==> src/hw/rtl/scpp_pkg.sv <==
package scpp_pkg;

  localparam int unsigned BYTE_W      = 8;
  localparam int unsigned WORD_W      = 16;
  localparam int unsigned IDX_W       = 4;
  // only the first twelve payload bytes feed the result
  localparam int unsigned STORE_DEPTH = 12;
  localparam int unsigned NUM_POS     = 5;

  localparam logic [BYTE_W-1:0] CH_HEAD  = 8'h46;
  localparam logic [BYTE_W-1:0] CH_RIGHT = 8'h52;
  localparam logic [BYTE_W-1:0] CH_LEFT  = 8'h4C;

  localparam logic [WORD_W-1:0] MIRROR_CENTER = 16'd180;

endpackage

==> src/hw/rtl/scpp_mirror.sv <==
module scpp_mirror (
  input  logic                          side_left_i,
  input  logic [scpp_pkg::WORD_W-1:0]   value_i,
  output logic [scpp_pkg::WORD_W-1:0]   value_o
);
  import scpp_pkg::*;

  logic [WORD_W-1:0] above;
  logic [WORD_W-1:0] below;

  assign above = value_i - MIRROR_CENTER;
  assign below = MIRROR_CENTER - value_i;

  // right side passes the value through; left side: distance from the center position
  always_comb begin
    if (!side_left_i) begin
      value_o = value_i;
    end else if (value_i >= MIRROR_CENTER) begin
      value_o = above;
    end else begin
      value_o = below;
    end
  end

endmodule

==> src/hw/rtl/servo_command_packet_parser_unit.sv <==
// channel   | valid        | stall        | payload
// ----------+--------------+--------------+------------------------------------------
// rx input  | in_valid_i   | in_stall_o   | rx_byte_i
// result    | out_valid_o  | out_stall_i  | pos_one_o .. pos_five_o, move_speed_o
// config    | cfg_wr_en_i  | (none)       | cfg_wr_data_i (side_left)
//
// one byte is taken every cycle unless the input stalls; a packet result appears in the output register
// the cycle after its last payload byte is taken.
// rst_ni (async, active low) returns the parser to waiting for the header and
// empties the output register; the payload store holds no reset value.
// the input stalls only while a result sits in the output register and the
// result side stalls; a result taken in the same cycle frees the slot at once.
module servo_command_packet_parser_unit #(
  parameter int unsigned PAYLOAD_BYTES = 12
) (
  input  logic                          clk_i,
  input  logic                          rst_ni,

  input  logic                          cfg_wr_en_i,
  input  logic                          cfg_wr_data_i,

  input  logic                          in_valid_i,
  output logic                          in_stall_o,
  input  logic [scpp_pkg::BYTE_W-1:0]   rx_byte_i,

  output logic                          out_valid_o,
  input  logic                          out_stall_i,
  output logic [scpp_pkg::WORD_W-1:0]   pos_one_o,
  output logic [scpp_pkg::WORD_W-1:0]   pos_two_o,
  output logic [scpp_pkg::WORD_W-1:0]   pos_three_o,
  output logic [scpp_pkg::WORD_W-1:0]   pos_four_o,
  output logic [scpp_pkg::WORD_W-1:0]   pos_five_o,
  output logic [scpp_pkg::WORD_W-1:0]   move_speed_o
);
  import scpp_pkg::*;

  typedef enum logic [1:0] {
    PH_WAIT_HEAD,
    PH_WAIT_SIDE,
    PH_COLLECT
  } phase_e;

  localparam logic [IDX_W-1:0] LastCount = IDX_W'(PAYLOAD_BYTES);

  phase_e             phase_q, phase_d;
  logic [IDX_W-1:0]   idx_q, idx_d;
  logic [IDX_W-1:0]   idx_inc;
  logic               side_left_q;
  logic               out_valid_q, out_valid_d;
  logic               in_acc;
  logic               emit;
  logic               store_we;

  logic [BYTE_W-1:0]  store_q [STORE_DEPTH];
  logic [BYTE_W-1:0]  view    [STORE_DEPTH];
  logic [WORD_W-1:0]  raw_pos [NUM_POS];
  logic [WORD_W-1:0]  mir_pos [NUM_POS];
  logic [WORD_W-1:0]  pos_q   [NUM_POS];
  logic [WORD_W-1:0]  speed_q;

  assign in_stall_o = out_valid_q & out_stall_i;
  assign in_acc     = in_valid_i & ~in_stall_o;
  assign idx_inc    = idx_q + 1'b1;
  assign store_we   = in_acc && (phase_q == PH_COLLECT) && (idx_q < IDX_W'(STORE_DEPTH));

  always_comb begin
    phase_d = phase_q;
    idx_d   = idx_q;
    emit    = 1'b0;
    if (in_acc) begin
      priority if (rx_byte_i == CH_HEAD) begin
        // a header byte restarts the packet anywhere
        phase_d = PH_WAIT_SIDE;
        idx_d   = '0;
      end else if (phase_q == PH_WAIT_SIDE &&
                   (rx_byte_i == CH_RIGHT || rx_byte_i == CH_LEFT)) begin
        phase_d = ((rx_byte_i == CH_LEFT) == side_left_q) ? PH_COLLECT : PH_WAIT_HEAD;
        idx_d   = '0;
      end else if (phase_q == PH_COLLECT) begin
        if (idx_inc >= LastCount || idx_inc == '0) begin
          emit    = 1'b1;
          phase_d = PH_WAIT_HEAD;
          idx_d   = '0;
        end else begin
          idx_d   = idx_inc;
        end
      end else begin
        phase_d = PH_WAIT_HEAD;
        idx_d   = '0;
      end
    end
  end

  always_comb begin
    out_valid_d = out_valid_q;
    if (emit) begin
      out_valid_d = 1'b1;
    end else if (!out_stall_i) begin
      out_valid_d = 1'b0;
    end
  end

  // the byte arriving now stands in for its store entry
  always_comb begin
    for (int i = 0; i < STORE_DEPTH; i++) begin
      view[i] = (phase_q == PH_COLLECT && idx_q == IDX_W'(i)) ? rx_byte_i : store_q[i];
    end
    for (int k = 0; k < NUM_POS; k++) begin
      raw_pos[k] = {view[2*k+1], view[2*k]};
    end
  end

  for (genvar k = 0; k < NUM_POS; k++) begin : g_mirror
    scpp_mirror u_mirror (
      .side_left_i (side_left_q),
      .value_i     (raw_pos[k]),
      .value_o     (mir_pos[k])
    );
  end

  always_ff @(posedge clk_i or negedge rst_ni) begin
    if (!rst_ni) begin
      phase_q     <= PH_WAIT_HEAD;
      idx_q       <= '0;
      side_left_q <= 1'b0;
      out_valid_q <= 1'b0;
    end else begin
      phase_q     <= phase_d;
      idx_q       <= idx_d;
      out_valid_q <= out_valid_d;
      if (cfg_wr_en_i) begin
        side_left_q <= cfg_wr_data_i;
      end
    end
  end

  always_ff @(posedge clk_i) begin
    if (store_we) begin
      store_q[idx_q] <= rx_byte_i;
    end
    if (emit) begin
      for (int k = 0; k < NUM_POS; k++) begin
        pos_q[k] <= mir_pos[k];
      end
      speed_q <= {view[11], view[10]};
    end
  end

  assign out_valid_o  = out_valid_q;
  assign pos_one_o    = pos_q[0];
  assign pos_two_o    = pos_q[1];
  assign pos_three_o  = pos_q[2];
  assign pos_four_o   = pos_q[3];
  assign pos_five_o   = pos_q[4];
  assign move_speed_o = speed_q;

  a_idx_only_collect: assert property (@(posedge clk_i) disable iff (!rst_ni)
    phase_q != PH_COLLECT |-> idx_q == '0)
    else $error("byte index nonzero outside payload");

  a_idx_bound: assert property (@(posedge clk_i) disable iff (!rst_ni)
    idx_q < LastCount)
    else $error("byte index beyond payload length");

  a_emit_restart: assert property (@(posedge clk_i) disable iff (!rst_ni)
    emit |=> phase_q == PH_WAIT_HEAD && out_valid_q)
    else $error("parser not restarted after packet");

  a_head_restart: assert property (@(posedge clk_i) disable iff (!rst_ni)
    in_acc && rx_byte_i == CH_HEAD |=> phase_q == PH_WAIT_SIDE && !$rose(out_valid_q))
    else $error("header byte did not restart parser");

endmodule
==> config.mk <==
export PLATFORM = sky130hd
export DESIGN_NAME = servo_command_packet_parser_unit
export DESIGN_NICKNAME = d
export VERILOG_FILES = /design/src/hw/rtl/scpp_pkg.sv /design/src/hw/rtl/scpp_mirror.sv /design/src/hw/rtl/servo_command_packet_parser_unit.sv
export SDC_FILE = /design/constraint.sdc
export NUM_CORES = 1
export LEC_CHECK = 0
export ABC_AREA = 1
export BUFFER_PORTS_ARGS = -buffer_cell sky130_fd_sc_hd__buf_2
export CAP_MARGIN = 5
export CORE_MARGIN = 5
export CORE_UTILIZATION = 58
export CTS_CLUSTER_DIAMETER = 120
export DETAILED_ROUTE_END_ITERATION = 12
export GPL_TIMING_DRIVEN = 0
export PLACE_DENSITY = 0.82
export SLEW_MARGIN = 10
export SYNTH_ARGS = -nofsm -noshare
export SYNTH_HDL_FRONTEND = slang
export SYNTH_HIERARCHICAL = 1
export SYNTH_SLANG_ARGS = --single-unit
==> constraint.sdc <==
create_clock -name clk_i -period 8 [get_ports clk_i]
set_clock_uncertainty 0.15 [all_clocks]
set_input_delay 0.8 -clock clk_i [delete_from_list [all_inputs] [get_ports clk_i]]
set_output_delay 0.8 -clock clk_i [all_outputs]
set_load 0.03 [all_outputs]
==> results.ini <==
[power]
seqPwrFrac_pct = 54.7
p_sw_uw = 507
p_sw_share_pct = 24.2
power_mw = 2.10
p_leak_nw = 5.73
vdd.ir_drop.worst_uv = 166
power_per_cell_area_nw_per_um2 = 156
pwr-share-clk_pct = 42.0
comb_power_share_pct = 3.4
internal_power_mw = 1.59

[layout]
multi_input_area_um2 = 5090
finalNetCount = 1521
seq_area_um2 = 5970
syn2layout_area_growth_pct = 13.3
diodes = 0
layout-drive-gt1-share_pct = 22.2
fill_cells = 1580

[logic_synthesis]
netlist_top_cells_area = edfxtp_1 (49%), nand2_1 (12%), nor2_1 (4.1%)
synth_compound_area_share_pct = 9.29
synth_area_per_cell_um2 = 8.80
synth_top_family_by_area = simple AND/OR/NAND/NOR gates
synthMuxAreaShare_pct = 0
synth_nets = 1388
synth_cells = 1350
synth_cell_types = 39
synth_top_area_share_pct = 48.5
synth_fa_ha_area_share_pct = 2.53
synth_xor_area_share_pct = 2.43
synthSimpleGateAreaFrac_pct = 28.5
yosysWarnings = 6
synth-seq-cells = 200
syn_area_um2 = 11900
ys_seq_area_share_pct = 50.2
yosys.area.top_type = edfxtp_1

[critical_path]
critPathKind = primary input to register
path_cells = buf_2 > inv_1 > clkbuf_1 > o21ai_0 > inv_1 > ha_1 > inv_1 > nand3_2 > nand2_1 > nand2_2 > nand3_2 > a21oi_1 > nand2_1 > nand2_1 > nand2_1
end_kind = register
crit_path_max_fanout = 14
cpMaxStageDelayCell = clkbuf_1
crit_path_start_kind = primary input
crit_required_ns = 8.05
cp.arrival_ns = 3.78
crit_path_frequent_cell = nand2_1
slowest_delay_ns = 0.71

[clocking]
cts_tree = built
post_cts_resized = 0
htreeDepth = 4
clkSlewWorstSetupHoldPaths_ns = 0.08
root_buffer = clkbuf_16
hold_buffers = 0
cts.sinks = 200
clock_tree.buffer_depth = 2
clock_latency_ns = 0.45
numCtsBuffers = 17
cts_setup_buffers = 0

[sta]
hold_viol = 0
setup_slack_ns = 4.27
maxSlewViolCount = 0
finalSetupViolCount = 0
worstMarginPinSlew_ns = 0.908
grt_setup_unrepaired = false
period_needed_ns = 3.73
clock.fmax_mhz = 268
maxSlewHeadroom_pct = 39.4
period_share_pct = 46.7

[floorplanning]
num_io_pins = 112
chipHeight_um = 153
die_w_um = 153
start_util_pct = 58.9
core_area_um2 = 20200
die-area_um2 = 23400
rows = 52

[placement]
port_buffers = 111
preCtsSetupSlack_ns = 3.92
post-dp-hpwl_um = 19200
gp_congestion = 0.942

[global_routing]
grt_antenna_before_repair = 0
track_usage_pct = 23.2
grt-ovfl-total = 0
grt_pass1_vias = 8967
grt_max_degree = 35
grt_pass1_wl_um = 44000

[detailed_routing]
post-route-drc-count = 0
drt-total-wl_um = 27200
via_per_inst = 5.47
ant_nets = 0
wl_per_cell_um = 15.4
firstDrtPassIters = 6
drtIter0Drc = 872
vias = 9664

[min_path]
holdCritPathClass = primary input to async pin

[status]
status = complete, no violations

[job]
cap_viol_max_count = 0

==> cell families (layout without fill, tap and decap cells) <==
kind of cell / Yosys count / count (layout)
xor+xnor: 33 / 33
compound gates: 193 / 193
buf+inv: 183 / 329
simple gates: 717 / 717
fa+ha+maj: 24 / 24
flops: 200 / 200
==> layout by cell type, fill, tap and decap left out, types with 4 or more instances in the layout <==
cell / count
inv_2: 8
inv_4: 6
nand4_1: 16
inv_8: 7
nand3b_1: 9
xor2_1: 25
nand3_4: 7
clkbuf_16: 17
and2_1: 4
buf_6: 10
nor2_1: 128
o21ai_2: 32
nor2_2: 15
nand2_1: 378
o21ai_1: 37
nor2_4: 13
ha_1: 24
clkbuf_1: 9
dfrtp_1: 7
and3_1: 4
o21ai_0: 90
a21oi_1: 30
buf_2: 123
buf_4: 9
xnor2_1: 8
edfxtp_1: 192
clkinv_2: 4
inv_1: 124
nand2_2: 43
nand3_2: 18
nand3_1: 71
==> cell type report <==
type / count / share of cell area [%]
Sequential cell: 200 / 44.3
Multi-Input combinational cell: 967 / 37.8
Timing Repair Buffer: 114 / 4.63
Inverter: 142 / 4.11
Clock buffer: 17 / 3.16
Tap cell: 270 / 2.51
Buffer: 41 / 2.06
Clock inverter: 15 / 1.39
==> synthesized netlist by cell type (all sizes together) <==
library cell  count
xor2             25
clkbuf            9
nand3b            9
buf              32
edfxtp          192
a21oi            31
ha               24
nand2           423
dfrtp             8
xnor2             8
o21ai           160
nor4              1
and2              4
nor3              5
inv             138
o22ai             2
nand3            96
or2               1
clkinv            4
nand4            16
nor2            158
and3              4
==> critical path: cells and delay by family <==
family / cells / cell delay, ns
and+or+nand+nor: 7 / 0.68
AOI/OAI and AO/OA: 2 / 0.66
buffers and inverters: 5 / 1.42
adders and majority gates: 1 / 0.20
==> power groups by stage <==
| stage | Sequential, mW | Combinational [mW] | Clock [mW] |
|---|---|---|---|
| 3_3_place_gp | 1.17 | 0.0682 | 0 |
| 5_1_grt | 1.15 | 0.0766 | 0.951 |
| 2_1_floorplan | 1.17 | 0.0372 | 0 |
| 4_1_cts | 1.15 | 0.0698 | 0.893 |
| 3_5_place_dp | 1.17 | 0.0694 | 0 |
| 6_report | 1.15 | 0.0702 | 0.879 |
==> per-stage QoR <==
| step | hold slack (ns) | std cells | cell area, µm² | util, % | setup TNS (ns) |
|---|---|---|---|---|---|
| after floorplan | 0.292 | 1350 | 11900 | - | 0 |
| after global placement | 0.313 | 1731 | 12800 | 63.3 | -18.12 |
| after detailed placement | 0.323 | 1734 | 12800 | 63.7 | 0 |
| after CTS | 0.0407 | 1766 | 13500 | 66.7 | 0 |
| after global routing | 0.0437 | 1766 | 13500 | 66.7 | 0 |
| final | 0.0462 | 1766 | 13500 | 66.7 | 0 |
==> per-layer routing <==
| layer | share of wire, % | vias up | global-route usage (%) |
|---|---|---|---|
| met5 | 0 | - | 0 |
| met4 | 1.9 | 0 | 7.81 |
| met2 | 49 | 389 | 38.9 |
| li1 | - | 4748 | - |
| met1 | 42 | 4479 | 30.6 |
| met3 | 7.5 | 48 | 4.10 |
==> state kept, by name, summed over array words and instances, names as in the netlist <==
signal	cells
store_q	96
idx_q	4
side_left_q	1
move_speed_o	16
pos_q	80
out_valid_o	1
phase_q	2
==> worst paths after layout <==
kind | slack, ns | startpoint | depth (start not counted) | to
max | 4.27 | rx_byte_i[2] | 15 | pos_q[0][29]
min | 0.05 | rst_ni | 1 | out_valid_o
max reg2reg | 4.53 | idx_q[0] | 17 | pos_q[0][31]
min reg2reg | 0.34 | phase_q[0] | 2 | phase_q[0]
max in group asynchronous | 7.44 | rst_ni | 1 | side_left_q
min in group clk_i | 0.34 | phase_q[0] | 2 | phase_q[0]
Power figures use the tool's default switching activity.
